File: config.mk
export PLATFORM = sky130hd
export DESIGN_NAME = sorted_insert_queue_pop_max_flat
export DESIGN_NICKNAME = d
export VERILOG_FILES = /design/src/sv/sqpm_pkg.sv /design/src/sv/sqpm_in_if.sv /design/src/sv/sqpm_out_if.sv /design/src/sv/sqpm_mem.sv /design/src/sv/sqpm_cmp.sv /design/src/sv/sqpm_ctrl.sv /design/src/sv/sorted_insert_queue_pop_max.sv /design/src/flat_wrapper.sv
export SDC_FILE = /design/constraint.sdc
export NUM_CORES = 1
export LEC_CHECK = 0
export BUFFER_PORTS_ARGS = -buffer_cell sky130_fd_sc_hd__buf_2
export CAP_MARGIN = 25
export CORE_MARGIN = 1.5
export CORE_UTILIZATION = 35
export DETAILED_ROUTE_END_ITERATION = 8
export HOLD_SLACK_MARGIN = 0.02
export PLACE_DENSITY = 0.59
export SLEW_MARGIN = 20
export SYNTH_ARGS = -nofsm -noshare
export SYNTH_HDL_FRONTEND = slang
export SYNTH_SLANG_ARGS = --single-unit
File: constraint.sdc
create_clock -name clk -period 4.5 [get_ports clk]
set_input_delay 1.35 -clock clk [delete_from_list [all_inputs] [get_ports clk]]
set_output_delay 1.35 -clock clk [all_outputs]
set_load 0.02 [all_outputs]
File: src/sv/sqpm_pkg.sv
// ----------------------------------------------------------------------------
// sqpm_pkg: shared types and constants for the sorted priority queue
// Capacity, field widths, command and status codes, and the structs that
// pass between the sequencer, the entry store and the top level.
// ----------------------------------------------------------------------------
package sqpm_pkg;

  localparam int CAPACITY = 16;
  localparam int ADDR_W   = $clog2(CAPACITY);
  localparam int CNT_W    = $clog2(CAPACITY + 1);
  localparam int VALUE_W  = 32;
  localparam int STATUS_W = 2;
  localparam int COUNT_W  = 5;

  typedef enum logic {
    CMD_INSERT = 1'b0,
    CMD_REMOVE = 1'b1
  } cmd_t;

  typedef enum logic [STATUS_W-1:0] {
    STATUS_DONE  = 2'd0,
    STATUS_EMPTY = 2'd1,
    STATUS_FULL  = 2'd2
  } status_t;

  typedef enum logic [2:0] {
    ST_IDLE,
    ST_CMP,
    ST_PLACE,
    ST_REM,
    ST_OUT
  } state_t;

  typedef struct packed {
    logic               we;
    logic [ADDR_W-1:0]  waddr;
    logic [VALUE_W-1:0] wdata;
    logic [ADDR_W-1:0]  raddr;
  } mem_req_t;

  typedef struct packed {
    status_t                   status;
    logic signed [VALUE_W-1:0] removed_value;
    logic [COUNT_W-1:0]        entry_count;
  } res_t;

endpackage

File: src/sv/sqpm_in_if.sv
// ----------------------------------------------------------------------------
// sqpm_in_if: command channel of the sorted priority queue
// Valid/ready channel carrying one insert or remove command per item.
// ----------------------------------------------------------------------------
interface sqpm_in_if;
  import sqpm_pkg::*;

  logic                      valid;
  logic                      ready;
  logic                      cmd;
  logic signed [VALUE_W-1:0] value;

  modport source (output valid, output cmd, output value, input ready);
  modport sink   (input valid, input cmd, input value, output ready);
endinterface

File: src/sv/sqpm_out_if.sv
// ----------------------------------------------------------------------------
// sqpm_out_if: result channel of the sorted priority queue
// Valid/ready channel carrying status, removed value and entry count.
// ----------------------------------------------------------------------------
interface sqpm_out_if;
  import sqpm_pkg::*;

  logic                      valid;
  logic                      ready;
  logic [STATUS_W-1:0]       status;
  logic signed [VALUE_W-1:0] removed_value;
  logic [COUNT_W-1:0]        entry_count;

  modport source (output valid, output status, output removed_value,
                  output entry_count, input ready);
  modport sink   (input valid, input status, input removed_value,
                  input entry_count, output ready);
endinterface

File: src/sv/sqpm_mem.sv
// ----------------------------------------------------------------------------
// sqpm_mem: entry store
// One write port and one read port with registered read data.
// ----------------------------------------------------------------------------
module sqpm_mem (
  input  logic                      clk,
  input  sqpm_pkg::mem_req_t        req,
  output logic [sqpm_pkg::VALUE_W-1:0] rd_data
);
  import sqpm_pkg::*;

  logic [VALUE_W-1:0] mem [CAPACITY];
  logic [VALUE_W-1:0] rd_data_r;

  always_ff @(posedge clk) begin
    if (req.we) begin
      mem[req.waddr] <= req.wdata;
    end
    rd_data_r <= mem[req.raddr];
  end

  assign rd_data = rd_data_r;
endmodule

File: src/sv/sqpm_cmp.sv
// ----------------------------------------------------------------------------
// sqpm_cmp: shared signed comparator
// Flags a stored entry that is strictly greater than the new value.
// ----------------------------------------------------------------------------
module sqpm_cmp (
  input  logic [sqpm_pkg::VALUE_W-1:0] entry,
  input  logic [sqpm_pkg::VALUE_W-1:0] value,
  output logic                         gt
);
  import sqpm_pkg::*;

  assign gt = $signed(entry) > $signed(value);
endmodule

File: src/sv/sqpm_ctrl.sv
// ----------------------------------------------------------------------------
// sqpm_ctrl: insert/remove sequencer
// Walks the store from the top, one entry per cycle, shifting larger entries
// up until the slot for the new value is found; pops the top on remove.
// ----------------------------------------------------------------------------
module sqpm_ctrl (
  input  logic                         clk,
  input  logic                         rst_n,
  input  logic                         in_valid,
  input  logic                         in_cmd,
  input  logic [sqpm_pkg::VALUE_W-1:0] in_value,
  output logic                         in_ready,
  output sqpm_pkg::mem_req_t           mem_req,
  input  logic [sqpm_pkg::VALUE_W-1:0] rd_data,
  output logic [sqpm_pkg::VALUE_W-1:0] cmp_value,
  input  logic                         cmp_gt,
  input  logic                         out_free,
  output logic                         res_valid,
  output sqpm_pkg::res_t               res
);
  import sqpm_pkg::*;

  state_t             state_r, state_nxt;
  logic [CNT_W-1:0]   occ_r, occ_nxt;
  logic [CNT_W-1:0]   k_r, k_nxt;
  logic [VALUE_W-1:0] value_r, value_nxt;
  status_t            status_r, status_nxt;
  logic [VALUE_W-1:0] removed_r, removed_nxt;
  logic [CNT_W-1:0]   occ_dec, occ_inc, k_dec, k_dec2;
  logic               occ_zero, occ_full;

  assign occ_dec  = occ_r - CNT_W'(1);
  assign occ_inc  = occ_r + CNT_W'(1);
  assign k_dec    = k_r - CNT_W'(1);
  assign k_dec2   = k_r - CNT_W'(2);
  assign occ_zero = (occ_r == '0);
  assign occ_full = (occ_r == CNT_W'(CAPACITY));

  assign cmp_value = value_r;

  always_comb begin : next_state
    state_nxt = state_r;
    unique case (state_r)
      ST_IDLE: begin
        if (in_valid) begin
          if (in_cmd == CMD_REMOVE) begin
            state_nxt = occ_zero ? ST_OUT : ST_REM;
          end else if (occ_full || occ_zero) begin
            state_nxt = ST_OUT;
          end else begin
            state_nxt = ST_CMP;
          end
        end
      end
      ST_CMP: begin
        if (!cmp_gt) begin
          state_nxt = ST_OUT;
        end else if (k_dec == '0) begin
          state_nxt = ST_PLACE;
        end
      end
      ST_PLACE: state_nxt = ST_OUT;
      ST_REM:   state_nxt = ST_OUT;
      ST_OUT: begin
        if (out_free) begin
          state_nxt = ST_IDLE;
        end
      end
      default:  state_nxt = ST_IDLE;
    endcase
  end

  always_comb begin : outputs
    in_ready      = (state_r == ST_IDLE);
    mem_req.we    = 1'b0;
    mem_req.waddr = k_r[ADDR_W-1:0];
    mem_req.wdata = value_r;
    mem_req.raddr = k_dec2[ADDR_W-1:0];
    occ_nxt       = occ_r;
    k_nxt         = k_r;
    value_nxt     = value_r;
    status_nxt    = status_r;
    removed_nxt   = removed_r;
    res_valid     = 1'b0;
    res.status        = status_r;
    res.removed_value = removed_r;
    res.entry_count   = COUNT_W'(occ_r);
    unique case (state_r)
      ST_IDLE: begin
        // Prefetch the top entry; both insert and remove start there.
        mem_req.raddr = occ_dec[ADDR_W-1:0];
        if (in_valid) begin
          value_nxt   = in_value;
          removed_nxt = '0;
          status_nxt  = STATUS_DONE;
          k_nxt       = occ_r;
          if (in_cmd == CMD_REMOVE) begin
            if (occ_zero) begin
              status_nxt = STATUS_EMPTY;
            end else begin
              occ_nxt = occ_dec;
            end
          end else if (occ_full) begin
            status_nxt = STATUS_FULL;
          end else if (occ_zero) begin
            mem_req.we    = 1'b1;
            mem_req.waddr = '0;
            mem_req.wdata = in_value;
            occ_nxt       = occ_inc;
          end
        end
      end
      ST_CMP: begin
        mem_req.we = 1'b1;
        if (cmp_gt) begin
          // Shift the larger entry up one slot and look one lower.
          mem_req.wdata = rd_data;
          k_nxt         = k_dec;
        end else begin
          occ_nxt = occ_inc;
        end
      end
      ST_PLACE: begin
        mem_req.we    = 1'b1;
        mem_req.waddr = '0;
        occ_nxt       = occ_inc;
      end
      ST_REM: begin
        removed_nxt = rd_data;
      end
      ST_OUT: begin
        res_valid = out_free;
      end
      default: begin
        res_valid = 1'b0;
      end
    endcase
  end

  always_ff @(posedge clk) begin
    if (!rst_n) begin
      state_r <= ST_IDLE;
      occ_r   <= '0;
    end else begin
      state_r <= state_nxt;
      occ_r   <= occ_nxt;
    end
  end

  always_ff @(posedge clk) begin
    k_r       <= k_nxt;
    value_r   <= value_nxt;
    status_r  <= status_nxt;
    removed_r <= removed_nxt;
  end
endmodule

File: src/sv/sorted_insert_queue_pop_max.sv
// ----------------------------------------------------------------------------
// sorted_insert_queue_pop_max: bounded sorted priority queue
// Keeps up to CAPACITY signed values in ascending order; insert or pop max.
// ----------------------------------------------------------------------------
// Usage:
//   in_ch  carries one command per item: cmd 0 inserts value after every
//          stored entry not greater than it, cmd 1 removes the largest entry.
//   out_ch returns exactly one item per command: status (done, remove on
//          empty, insert on full dropped), the removed value (zero unless a
//          remove succeeded) and the entry count after the command.
// Sequencing:
//   One shared comparator and a store with one write and one read port, one
//   entry per cycle. An insert walks compare states down from the top and
//   writes in the last compare or a place state; a remove has a read state;
//   full and empty cases skip to output. in_ch.ready is high only while idle,
//   so the next item is taken the cycle after the result is registered.
// Reset:
//   rst_n clears the count, the sequencer and the output valid. Store
//   contents are not cleared; only entries below the count are ever used.
// Stall:
//   A registered result waits for out_ch.ready while the next item is
//   accepted; its result is held in the sequencer until the slot frees.
// ----------------------------------------------------------------------------
module sorted_insert_queue_pop_max (
  input  logic              clk,
  input  logic              rst_n,
  sqpm_in_if.sink           in_ch,
  sqpm_out_if.source        out_ch
);
  import sqpm_pkg::*;

  mem_req_t           mem_req;
  logic [VALUE_W-1:0] rd_data;
  logic [VALUE_W-1:0] cmp_value;
  logic               cmp_gt;
  logic               out_free;
  logic               res_valid;
  res_t               res;
  logic               out_valid_r;
  res_t               out_res_r;

  // Result slot frees when empty or when its item leaves this cycle.
  assign out_free = !out_valid_r || out_ch.ready;

  sqpm_ctrl u_ctrl (
    .clk       (clk),
    .rst_n     (rst_n),
    .in_valid  (in_ch.valid),
    .in_cmd    (in_ch.cmd),
    .in_value  (in_ch.value),
    .in_ready  (in_ch.ready),
    .mem_req   (mem_req),
    .rd_data   (rd_data),
    .cmp_value (cmp_value),
    .cmp_gt    (cmp_gt),
    .out_free  (out_free),
    .res_valid (res_valid),
    .res       (res)
  );

  sqpm_mem u_mem (
    .clk     (clk),
    .req     (mem_req),
    .rd_data (rd_data)
  );

  sqpm_cmp u_cmp (
    .entry (rd_data),
    .value (cmp_value),
    .gt    (cmp_gt)
  );

  // Output register: load a fresh result, drop the valid once taken.
  always_ff @(posedge clk) begin
    if (!rst_n) begin
      out_valid_r <= 1'b0;
    end else if (res_valid) begin
      out_valid_r <= 1'b1;
    end else if (out_ch.ready) begin
      out_valid_r <= 1'b0;
    end
  end

  always_ff @(posedge clk) begin
    if (res_valid) begin
      out_res_r <= res;
    end
  end

  assign out_ch.valid         = out_valid_r;
  assign out_ch.status        = out_res_r.status;
  assign out_ch.removed_value = out_res_r.removed_value;
  assign out_ch.entry_count   = out_res_r.entry_count;

  // A remove on an empty store leaves nothing stored and returns zero.
  a_empty_result: assert property (@(posedge clk) disable iff (!rst_n)
    (out_ch.valid && out_ch.status == STATUS_EMPTY)
      |-> (out_ch.entry_count == '0 && out_ch.removed_value == '0))
    else $error("empty-store result carries a count or value");

  // A dropped insert never reports a removed value.
  a_full_result: assert property (@(posedge clk) disable iff (!rst_n)
    (out_ch.valid && out_ch.status == STATUS_FULL)
      |-> (out_ch.removed_value == '0))
    else $error("full-store result carries a removed value");

  // The sequencer is busy on the cycle after an accepted item.
  a_busy_after_accept: assert property (@(posedge clk) disable iff (!rst_n)
    (in_ch.valid && in_ch.ready) |=> !in_ch.ready)
    else $error("input ready on the cycle after an accept");

  // A result is never loaded over one that is still waiting.
  a_no_overwrite: assert property (@(posedge clk) disable iff (!rst_n)
    (out_valid_r && !out_ch.ready) |-> !res_valid)
    else $error("result loaded over a stalled result");
endmodule

File: src/flat_wrapper.sv
// flat-port wrapper written by rule: the top's interface ports become plain ports
module sorted_insert_queue_pop_max_flat import sqpm_pkg::*;
  (clk, rst_n, in_ch_valid, in_ch_cmd, in_ch_value, in_ch_ready, out_ch_valid, out_ch_status, out_ch_removed_value, out_ch_entry_count, out_ch_ready);
  sqpm_in_if in_ch_i ();
  sqpm_out_if out_ch_i ();
  input  logic clk;
  input  logic rst_n;
  input wire logic [$bits(in_ch_i.valid)-1:0] in_ch_valid;
  input wire logic [$bits(in_ch_i.cmd)-1:0] in_ch_cmd;
  input wire logic [$bits(in_ch_i.value)-1:0] in_ch_value;
  output wire logic [$bits(in_ch_i.ready)-1:0] in_ch_ready;
  output wire logic [$bits(out_ch_i.valid)-1:0] out_ch_valid;
  output wire logic [$bits(out_ch_i.status)-1:0] out_ch_status;
  output wire logic [$bits(out_ch_i.removed_value)-1:0] out_ch_removed_value;
  output wire logic [$bits(out_ch_i.entry_count)-1:0] out_ch_entry_count;
  input wire logic [$bits(out_ch_i.ready)-1:0] out_ch_ready;
  assign in_ch_i.valid = in_ch_valid;
  assign in_ch_i.cmd = in_ch_cmd;
  assign in_ch_i.value = in_ch_value;
  assign in_ch_ready = in_ch_i.ready;
  assign out_ch_valid = out_ch_i.valid;
  assign out_ch_status = out_ch_i.status;
  assign out_ch_removed_value = out_ch_i.removed_value;
  assign out_ch_entry_count = out_ch_i.entry_count;
  assign out_ch_i.ready = out_ch_ready;
  sorted_insert_queue_pop_max u_core (.clk(clk), .rst_n(rst_n), .in_ch(in_ch_i), .out_ch(out_ch_i));
endmodule
==> summary.md, run 1 <==
| Metric | Value |
|---|---|
| Synth Cell Area | `27050 sq um` |
| GRT Total Usage | `0.1568` |
| Post-CTS setup buffers | `0` |
| CP Launch Type | `flop` |
| Library cells used by synthesis | `59` |
| Mean area per synthesized cell | `roughly 15 sq um` |
| H-tree levels | `3` |
| RePlAce Congestion | `roughly 0.85` |
| DP HPWL | `~39000 microns` |
| Vias in the first global route | `around 16000` |
| Largest net degree at the start of global routing | `90` |
| Post-Syn Instances | `1858` |
| Number of synthesized flops with an enable pin | `622` |
| Post-CTS Resized | `0` |
| Pre-antenna DRT Iters | `7` |
| #FFs+latches synth | `663` |
| Peak VDD IR | `about 0.00038 V` |
| Clock Skews | `between 0.015 and 0.02 ns` |
| Worst Max-Slew Pin Slew | `roughly 1.1 ns` |
| Required @ worst endpoint | `about 4.8 ns` |
| Die outline height | `roughly 280 microns` |
| DR vias/cell | `~5.2` |
| Simple-gate share of the synthesized area | `0.08361` |
| Main combinational cell family by area after synthesis | `compound AO/OA/AOI/OAI gates` |
| Placed cells | `2933` |
| Synth Flop Type | `edfxtp_1` |
| Highest metal used | `met4` |
| Clk sink count | `663` |
| Final Hold Fails | `0` |
| Final worst path period share | `0.8367` |
| P&R area growth vs syn | `16.88%` |
| Post-synth top area share | `0.6904` |
| Routed wire length | `61590 microns` |
| Worst min-delay path class | `reg -> reg` |
| Num rows | `101` |
| Layout cells sized above 1 | `0.1663` |
| Synth Area in Compound Gates | `0.1247` |
| Critical Path End Type | `flop` |
| Synth Area in XOR/XNOR | `0.002590` |
| Outcome | `completed` |
| Fraction of synthesized area in multiplexers | `0.02562` |
| Nets | `around 2000` |
| Final Setup Violations | `0` |
| P_leak | `10.71 nW` |
| Die width | `281.0 microns` |
| Clk Latency, worst-skew pair | `approximately 0.60 ns` |
| CTS Buffer Depth | `3` |
| Yosys top cell by area | `edfxtp_1` |
| Routed wl met3 | `3304 microns` |
| Final std cells w/o fill | `3056` |
| Sequential share of the synthesized area | `0.7207` |
| Root Driver | `clkbuf_16` |
| Hold buffers post-CTS | `0` |
| Port buffer count | `77` |
| DR WL/cell | `20.15 microns` |
| Synth warnings | `0` |
| Synth Area in Adders | `0.01757` |
| Vias | `15750` |
| Tmin final | `3.765 ns` |
| Post-DRT Antenna Nets | `0` |
| First-pass GRT wire length | `95430 microns` |
| Main area contributors after synthesis | `edfxtp_1, a211oi_1, and2_1` |
| Rel. slew slack | `0.2779` |
| Drc violations | `0` |
| Antenna violations before repair | `0` |
| Setup CP Type | `reg -> reg` |
| CTS Buf Count | `67` |
| First DRT Iteration DRCs | `1250` |
| Max Cap Viol | `0` |
| CTS tree | `built` |
| Fraction of registers with async set/reset | `0` |
| M1 wire length | `28650 microns` |
| Crit Path Max Fanout | `34` |
| Arrival @ worst endpoint | `4.09 ns` |
| Core ar. | `76200 sq um` |
| Top-level I/O count | `78` |
| Fmax | `0.2656 GHz` |
| Final Max Slew Viols | `0` |
| Synth Net Count | `just under 2000` |
| Total die area | `78980 sq um` |
| Initial Util | `0.3550` |
| Clock Pin Slew Worst Setup and Hold Paths | `0.06 ns` |
| Power density over the cells | `821.0 nW/um^2` |
| Diodes inserted | `0` |
| Gr ovfl total | `0` |
| Setup TNS | `0 ns` |
| RSZ-0062 raised after global routing | `false` |
| Met2 routed WL | `28060 microns` |
through the flow:
step / util / instance area (sq um) / total power (W) / setup slack (ns) / hold WS, ns
2_1_floorplan: - / 27050 / 0.01614 / 0.5407 / 0.4003
3_3_place_gp: 0.3848 / 29320 / 0.02021 / 0.6971 / 0.4034
3_5_place_dp: 0.3852 / 29350 / 0.02045 / 0.7801 / 0.4045
4_1_cts: 0.4141 / 31560 / 0.02611 / 0.7688 / 0.4162
5_1_grt: 0.4150 / 31620 / 0.02748 / 0.5938 / 0.4215
6_report: 0.4150 / 31620 / 0.02596 / 0.7350 / 0.4154
flip-flops by register name, summed over array words and instances (netlist names):
name / flops
u_core.out_ch.entry_count: 5
u_core.out_ch.removed_value: 32
u_core.out_ch.status: 2
u_core.out_ch.valid: 1
u_core.u_ctrl.cmp_value: 32
u_core.u_ctrl.k_r: 5
u_core.u_ctrl.occ_r: 5
u_core.u_ctrl.removed_r: 32
u_core.u_ctrl.state_r: 3
u_core.u_ctrl.status_r: 2
u_core.u_mem.mem: 512
u_core.u_mem.rd_data: 32
cell families after synthesis:
| kind of cell | count (synthesis) |
|---|---|
| buffers and inverters | 164 |
| XOR/XNOR | 8 |
| AO/OA/AOI/OAI | 473 |
| adder cells (fa/ha/maj) | 38 |
| multiplexers | 69 |
| flip-flops | 663 |
| AND/OR/NAND/NOR | 443 |
final timing paths:
check                                       startpoint                                   endpoint  slack, ns  cells after the start
max              u_core.u_ctrl.cmp_value[12]$_DFFE_PP_         u_core.u_mem.mem[10][31]$_DFFE_PP_       0.73                     10
min          u_core.u_ctrl.removed_r[25]$_SDFFCE_PN0P_  u_core.out_ch.removed_value[25]$_DFFE_PP_       0.42                      0
max reg2reg      u_core.u_ctrl.cmp_value[12]$_DFFE_PP_         u_core.u_mem.mem[10][31]$_DFFE_PP_       0.73                     10
min reg2reg  u_core.u_ctrl.removed_r[25]$_SDFFCE_PN0P_  u_core.out_ch.removed_value[25]$_DFFE_PP_       0.42                      0
critical path, stage by stage (launching register included):
cell       delay [ns]
edfxtp_1         0.37
inv_1            0.14
ha_1             0.25
nand4_1          0.13
nor2_1           0.14
a221o_2          0.42
o31a_2           0.42
o2111ai_2        0.20
and2_2           0.90
a311oi_1         0.24
buf_4            0.26
report_power, final:
| group | internal [W] | switching, W |
|---|---|---|
| sequential | 0.00878 | 0.000401 |
| clock | 0.00335 | 0.00226 |
| combinational | 0.00369 | 0.00749 |
| total | 0.0158 | 0.0101 |
cells in the final DEF, fill, tap and decap left out, types with 5 or more instances in the layout:
cell type / n
clkbuf_1: 20
nor2_4: 17
clkinv_2: 9
a211oi_1: 225
nand2_1: 155
ha_1: 38
xnor2_1: 5
nor2_1: 50
and2_1: 134
nor3_1: 5
a21oi_1: 120
and2_0: 27
buf_2: 77
o21ai_0: 12
dfxtp_1: 41
buf_12: 19
nand4_1: 10
edfxtp_1: 622
clkbuf_16: 69
a311oi_2: 28
bufinv_16: 8
buf_4: 71
mux2i_1: 66
inv_1: 40
a31oi_1: 64
nand3_1: 12
final cells by class:
class	count	area, sq um
fillers	6908	44580
clock buffers	93	1857
flip-flops and latches	663	19500
well taps	1030	1289
clock inverters	27	349.1
multi-input cells	1031	7081
inverters	41	156.4
repair buffers	171	1393
per-layer routing:
| metal | track usage | vias up |
|---|---|---|
| li1 | - | 7394 |
| met1 | 0.2248 | 7848 |
| met2 | 0.2434 | 422 |
| met3 | 0.02211 | 89 |
| met4 | 0.05364 | 0 |
| met5 | 0 | - |
synthesized netlist by cell type, drive strengths merged, types with 2 or more instances:
library cell and n:
dfxtp 41, o31ai 3, nand4b 3, buf 30, nor3b 2, nand3b 3
nor4b 2, a211oi 225, or3 3, nor2 68, nor4 2, mux2 2
or4 3, a31oi 64, and4 3, nand4 11, inv 41, nor2b 3
and2 162, clkbuf 93, xnor2 5, xor2 3, a21oi 122, mux2i 67
nand2 155, a311oi 32, ha 38, nor3 5, edfxtp 622, nand3 14
o21ai 15
Note: power is estimated with default switching activity, not from simulation.
==> inputs of run 2 (changes only) <==
==> constraint.sdc (replaced) <==
create_clock -name clk -period 3.5 [get_ports clk]
set_input_delay 1.05 -clock clk [delete_from_list [all_inputs] [get_ports clk]]
set_output_delay 1.05 -clock clk [all_outputs]
set_load 0.02 [all_outputs]
==> run 2 against run 1 <==
Worst setup slack worse by 0.57 ns. Final area is 0.65% higher. Power is 26% higher. Clock-buffer cell count is 24 lower. Core utilization is 0.27 points higher. Combinational power is 22% higher. Maximum frequency is 13% higher. Non-clock buffer count is 20 higher.
==> summary.md, run 2 (synthesized netlist as in run 1, its figures left out) <==
| Metric | Value |
|---|---|
| Initial Util | `0.3550 (unchanged)` |
| H-tree levels | `2 (was 3)` |
| Final Setup Violations | `0 (unchanged)` |
| DR WL/cell | `22.53 microns (was 20.15 microns)` |
| Vias | `16100 (was 15750)` |
| Worst min-delay path class | `reg -> reg (unchanged)` |
| DP Area | `29720 sq um (was 29350 sq um)` |
| GRT Total Usage | `0.1741 (was 0.1568)` |
| P_leak | `10.82 nW (was 10.71 nW)` |
| P&R area growth vs syn | `17.65% (was 16.88%)` |
| Routed wire length | `69150 microns (was 61590 microns)` |
| CP Launch Type | `flop (unchanged)` |
| Drc violations | `0 (unchanged)` |
| Arrival @ worst endpoint | `3.82 ns (was 4.09 ns)` |
| Die outline height | `281.0 microns (unchanged)` |
| Peak VDD IR | `0.0009253 V (was 0.0003753 V)` |
| Critical Path End Type | `flop (unchanged)` |
| DP HPWL | `41070 microns (was 38850 microns)` |
| Commonest cells after routing, fill and taps aside | `edfxtp_1, a211oi_1, nand2_1, and2_1, a21oi_1 (unchanged)` |
| Post-DRT Antenna Nets | `0 (unchanged)` |
| CP cell instances | `inv_1, ha_1, a21oi_1, o21ai_0, a221o_2, o31a_2, o2111ai_2, buf_6, a21oi_1, a311oi_2, buf_4 (was inv_1, ha_1, nand4_1, nor2_1, a221o_2, o31a_2, o2111ai_2, and2_2, a311oi_1, buf_4)` |
| Final std cells w/o fill | `3069 (was 3056)` |
| Final worst path period share | `0.9542 (was 0.8367)` |
| DR vias/cell | `5.245 (was 5.155)` |
| Post-CTS setup buffers | `0 (unchanged)` |
| CP max stage delay | `0.43 ns (was 0.90 ns)` |
| Post-layout util | `0.4177 (was 0.4150)` |
| Core ar. | `76200 sq um (unchanged)` |
| Port buffer count | `77 (unchanged)` |
| Die width | `281.0 microns (unchanged)` |
| Required @ worst endpoint | `3.98 ns (was 4.83 ns)` |
| Placed cells | `2956 (was 2933)` |
| Final instance area | `31830 sq um (was 31620 sq um)` |
| Clock Pin Slew Worst Setup and Hold Paths | `0.07 ns (was 0.06 ns)` |
| First DRT Iteration DRCs | `1358 (was 1250)` |
| Num rows | `101 (unchanged)` |
| Root Driver | `clkbuf_16 (unchanged)` |
| Outcome | `completed (unchanged)` |
| Crit Path Max Fanout | `19 (was 34)` |
| Cell with the largest stage delay on the worst path | `o31a_2 (was and2_2)` |
| CP dominant cell by count | `a21oi_1` |
| Total die area | `78980 sq um (unchanged)` |
| Power density over the cells | `1024 nW/um^2 (was 821.0 nW/um^2)` |
| Fmax | `0.2994 GHz (was 0.2656 GHz)` |
| Nets | `2064 (was 2050)` |
| RePlAce Congestion | `0.8307 (was 0.8544)` |
| Max reg flops | `512 (unchanged)` |
| Max Cap Viol | `0 (unchanged)` |
| First-pass GRT wire length | `101700 microns (was 95430 microns)` |
| RSZ-0062 raised after global routing | `false (unchanged)` |
| Largest Register | `u_core.u_mem.mem (unchanged)` |
| Final Hold Fails | `0 (unchanged)` |
| Final Max Slew Viols | `0 (unchanged)` |
| Tmin final | `3.340 ns (was 3.765 ns)` |
| Rel. slew slack | `0.3673 (was 0.2779)` |
| Vias in the first global route | `15540 (was 15720)` |
| Commonest non-fill, non-tap cell in the layout | `edfxtp_1 (unchanged)` |
| Clock Skews | `0.02749 ns (was 0.01621 ns)` |
| CTS tree | `built (unchanged)` |
| CTS Buffer Depth | `3 (unchanged)` |
| Setup CP Type | `reg -> reg (unchanged)` |
| Layout cells sized above 1 | `0.1761 (was 0.1663)` |
| Diodes inserted | `0 (unchanged)` |
| Top-level I/O count | `78 (unchanged)` |
| CTS Buf Count | `61 (was 67)` |
| Pre-antenna DRT Iters | `5 (was 7)` |
| Clk sink count | `663 (unchanged)` |
| Total power | `0.03258 W (was 0.02596 W)` |
| Antenna violations before repair | `2 (was 0)` |
| Fillers | `6846 (was 6908)` |
| Gr ovfl total | `0 (unchanged)` |
| Largest net degree at the start of global routing | `105 (was 90)` |
| Clk Latency, worst-skew pair | `0.64 ns (was 0.60 ns)` |
| Worst Max-Slew Pin Slew | `0.9468 ns (was 1.083 ns)` |
## run 2: what timing repair did
action / CTS / global route
setup endpoints to repair: 0 / 96
hold buffers: 0 / 0
resized for setup: 0 / 2
## run 2: through the flow
step	hold slack (ns)	setup TNS [ns]	setup slack [ns]
floorplan	0.4003	-19.96	-0.1593
finish	0.4131	0	0.1604
global route	0.4228	0	0.006587
CTS	0.4115	0	0.1013
detailed placement	0.4056	0	0.1321
global placement	0.4016	0	0.1826
## run 2: layout make-up
class	count	area, sq um	share of cell area
tap	1030	1289	0.04049
sequential	663	19500	0.6126
multi-input combinational	1031	7086	0.2226
inverter	41	156.4	0.004914
timing repair buffer	191	1694	0.05323
clock inverter	44	529.3	0.01663
clock buffer	69	1577	0.04953
## run 2: critical path, delay by kind of cell (launching register included)
kind                     cells  cell delay (ns)
flip-flops                   1             0.36
adder cells (fa/ha/maj)      1             0.27
AO/OA/AOI/OAI                7             1.88
buffers and inverters        3             0.64
## run 2: where the power goes
part           internal, W  total [W]  leakage, nW  switching, W
clock              0.00406    0.00698         1.03       0.00293
combinational      0.00483     0.0137         3.79       0.00892
sequential          0.0113     0.0119         6.00      0.000571
## run 2: path summary, 6_finish.rpt
check | startpoint | to | slack [ns] | depth (start not counted)
hold / removal | u_core.u_ctrl.removed_r[23]$_SDFFCE_PN0P_ | u_core.out_ch.removed_value[23]$_DFFE_PP_ | 0.41 | 0
hold reg to reg | u_core.u_ctrl.removed_r[23]$_SDFFCE_PN0P_ | u_core.out_ch.removed_value[23]$_DFFE_PP_ | 0.41 | 0
setup / recovery | u_core.u_ctrl.cmp_value[7]$_DFFE_PP_ | u_core.u_mem.mem[7][14]$_DFFE_PP_ | 0.16 | 11
setup reg to reg | u_core.u_ctrl.cmp_value[7]$_DFFE_PP_ | u_core.u_mem.mem[7][14]$_DFFE_PP_ | 0.16 | 11
## run 2: metal layers
metal / up-vias / part of all wire / GRT usage
li1: 7426 / - / -
met1: 8066 / 0.44 / 0.2368
met2: 487 / 0.48 / 0.2837
met3: 118 / 0.053 / 0.02827
met4: 0 / 0.030 / 0.05641
met5: - / 0 / 0
==> inputs of run 3 (changes only) <==
--- a/config.mk
+++ b/config.mk
@@ -5,13 +5,13 @@
 export SDC_FILE = /design/constraint.sdc
 export NUM_CORES = 1
 export LEC_CHECK = 0
-export BUFFER_PORTS_ARGS = -buffer_cell sky130_fd_sc_hd__buf_2
 export CAP_MARGIN = 25
 export CORE_MARGIN = 1.5
 export CORE_UTILIZATION = 35
 export DETAILED_ROUTE_END_ITERATION = 8
-export HOLD_SLACK_MARGIN = 0.02
-export PLACE_DENSITY = 0.59
+export DONT_BUFFER_PORTS = 1
+export HOLD_SLACK_MARGIN = 0.08
+export PLACE_DENSITY = 0.58
 export SLEW_MARGIN = 20
 export SYNTH_ARGS = -nofsm -noshare
 export SYNTH_HDL_FRONTEND = slang
==> run 3 against run 2 <==
The run now ends with setup timing left. First-iteration DRC count is 16% lower. Sequential share of layout area up 0.35 points. Final area down 0.57%. Core utilization fell by 0.24 points. Highest routed layer is now met5. Via count fell by 1.2%. Register-to-register slack got worse by 0.23 ns. Clock power hardly changed. Critical path type unchanged. Cell count fell by 2.2%. Critical endpoint is now u_core.u_mem.mem[0][5]$_DFFE_PP_. Combinational power barely moved. Sequential cell count unchanged.
==> summary.md, run 3 (synthesized netlist as in run 1, its figures left out) <==
| Metric | Value |
|---|---|
| Total die area | `78980 sq um (unchanged)` |
| First DRT Iteration DRCs | `1141 (was 1358)` |
| Pre-antenna DRT Iters | `5 (unchanged)` |
| Critical Path End Type | `flop (unchanged)` |
| Drc violations | `0 (unchanged)` |
| Top-level I/O count | `78 (unchanged)` |
| Final Setup Violations | `40 (was 0)` |
| Fmax | `0.2798 GHz (was 0.2994 GHz)` |
| Final Max Slew Viols | `0 (unchanged)` |
| Clk sink count | `663 (unchanged)` |
| Rel. slew slack | `0.3723 (was 0.3673)` |
| DP HPWL | `39130 microns (was 41070 microns)` |
| Clk Latency, worst-skew pair | `0.61 ns (was 0.64 ns)` |
| P_leak | `10.54 nW (was 10.82 nW)` |
| Vias in the first global route | `15200 (was 15540)` |
| Routed wire length | `68170 microns (was 69150 microns)` |
| Die width | `281.0 microns (unchanged)` |
| GRT Total Usage | `0.1713 (was 0.1741)` |
| Placed cells | `2872 (was 2956)` |
| Core ar. | `76200 sq um (unchanged)` |
| Power density over the cells | `1028 nW/um^2 (was 1024 nW/um^2)` |
| CTS Buf Count | `66 (was 61)` |
| Tmin final | `3.575 ns (was 3.340 ns)` |
| Hold_ws | `0.4063 ns (was 0.4131 ns)` |
| Largest net degree at the start of global routing | `125 (was 105)` |
| Final Hold Fails | `0 (unchanged)` |
| Setup TNS | `-2.107 ns (was 0 ns)` |
| DR vias/cell | `5.297 (was 5.245)` |
| Worst min-delay path class | `reg -> reg (unchanged)` |
| Post-layout util | `0.4153 (was 0.4177)` |
| Layout cells sized above 1 | `0.1397 (was 0.1761)` |
| Antenna violations before repair | `5 (was 2)` |
| First-pass GRT wire length | `99350 microns (was 101700 microns)` |
| DR WL/cell | `22.70 microns (was 22.53 microns)` |
| Fillers | `6847 (was 6846)` |
| Num rows | `101 (unchanged)` |
| H-tree levels | `3 (was 2)` |
| Commonest cells after routing, fill and taps aside | `edfxtp_1, a211oi_1, nand2_1, and2_1, a21oi_1 (unchanged)` |
| Arrival @ worst endpoint | `3.85 ns (was 3.82 ns)` |
| Vias | `15910 (was 16100)` |
| Met2 routed WL | `32380 microns (was 32900 microns)` |
| Area of the multi-input gates | `7244 sq um (was 7086 sq um)` |
| Port buffer count | `0 (was 77)` |
| Die outline height | `281.0 microns (unchanged)` |
| Nets | `1992 (was 2064)` |
| Gr ovfl total | `0 (unchanged)` |
| Final std cells w/o fill | `3003 (was 3069)` |
| CTS Buffer Depth | `3 (unchanged)` |
| P&R area growth vs syn | `16.98% (was 17.65%)` |
| Clock Pin Slew Worst Setup and Hold Paths | `0.06 ns (was 0.07 ns)` |
| M1 wire length | `29330 microns (was 30520 microns)` |
| Commonest non-fill, non-tap cell in the layout | `edfxtp_1 (unchanged)` |
| Final worst path period share | `1.021 (was 0.9542)` |
| CP Launch Type | `flop (unchanged)` |
| Highest metal used | `met5 (was met4)` |
| Final setup margin | `-0.07460 ns (was 0.1604 ns)` |
| Failing checks | `setup timing` |
| FF+latch area | `19500 sq um (unchanged)` |
| Post-DRT Antenna Nets | `0 (unchanged)` |
| Root Driver | `clkbuf_16 (unchanged)` |
| Crit Path Max Fanout | `16 (was 19)` |
| Largest Register | `u_core.u_mem.mem (unchanged)` |
| Max Cap Viol | `0 (unchanged)` |
| Hold buffers post-CTS | `0 (unchanged)` |
| Initial Util | `0.3550 (unchanged)` |
| Clock Skews | `0.02426 ns (was 0.02749 ns)` |
| Max reg flops | `512 (unchanged)` |
| Required @ worst endpoint | `3.78 ns (was 3.98 ns)` |
| RSZ-0062 raised after global routing | `true (was false)` |
| Worst Max-Slew Pin Slew | `0.9393 ns (was 0.9468 ns)` |
| CTS tree | `built (unchanged)` |
| Peak VDD IR | `0.001256 V (was 0.0009253 V)` |
| Setup CP Type | `reg -> reg (unchanged)` |
| Total power | `0.03254 W (was 0.03258 W)` |
| Routed wl met3 | `4415 microns (was 3678 microns)` |
| RePlAce Congestion | `0.8460 (was 0.8307)` |
| Outcome | `finished with violations (was completed)` |
-- run 3: cell type report --
| class | count | share of cell area |
|---|---|---|
| multi-input combinational | 1031 | 0.2289 |
| clock inverter | 34 | 0.01044 |
| inverter | 41 | 0.004942 |
| antenna | 5 | 0.0003953 |
| tap | 1030 | 0.04072 |
| timing repair buffer | 114 | 0.04210 |
| clock buffer | 85 | 0.05641 |
| sequential | 663 | 0.6161 |
-- run 3: through the flow --
step / setup WS (ns) / instance area (sq um)
2_1_floorplan: -0.1593 / 27060
3_3_place_gp: -0.005528 / 29260
3_5_place_dp: -0.1112 / 29260
4_1_cts: -0.1122 / 31430
5_1_grt: -0.1926 / 31640
6_report: -0.07460 / 31650
-- run 3: layer usage --
metal  global-route usage  vias up
met3              0.03300      114
met2               0.2804      494
met1               0.2244     8002
met5                    0        -
met4              0.06625        8
li1                     -     7290
-- run 3: final timing paths --
path	startpoint	endpoint	slack, ns	cells past startpoint
setup reg to reg	u_core.u_ctrl.cmp_value[7]$_DFFE_PP_	u_core.u_mem.mem[0][5]$_DFFE_PP_	-0.07	10
hold reg to reg	u_core.u_ctrl.removed_r[19]$_SDFFCE_PN0P_	u_core.out_ch.removed_value[19]$_DFFE_PP_	0.41	0
setup / recovery	u_core.u_ctrl.cmp_value[7]$_DFFE_PP_	u_core.u_mem.mem[0][5]$_DFFE_PP_	-0.07	10
hold / removal	u_core.u_ctrl.removed_r[19]$_SDFFCE_PN0P_	u_core.out_ch.removed_value[19]$_DFFE_PP_	0.41	0
-- run 3: report_power, final --
group / internal, W / switching, W
sequential: 0.0113 / 0.000690
clock: 0.00400 / 0.00295
combinational: 0.00480 / 0.00879
total: 0.0201 / 0.0124
-- run 3: worst max-delay path, stage by stage, from the launching register on --
cell	delay, ns
edfxtp_1	0.36
inv_1	0.10
ha_1	0.26
a21oi_1	0.13
o21ai_0	0.15
a221o_2	0.37
o31a_2	0.37
nand3b_1	0.22
and2_2	0.26
buf_4	0.20
a311oi_2	0.81
-- run 3: repair_timing --
| item | in CTS | in global routing |
|---|---|---|
| gates cloned | 0 | 2 |
| setup endpoints to repair | 176 | 208 |
| resized for setup | 5 | 16 |
| setup buffers | 0 | 1 |
| pin swaps | 0 | 2 |
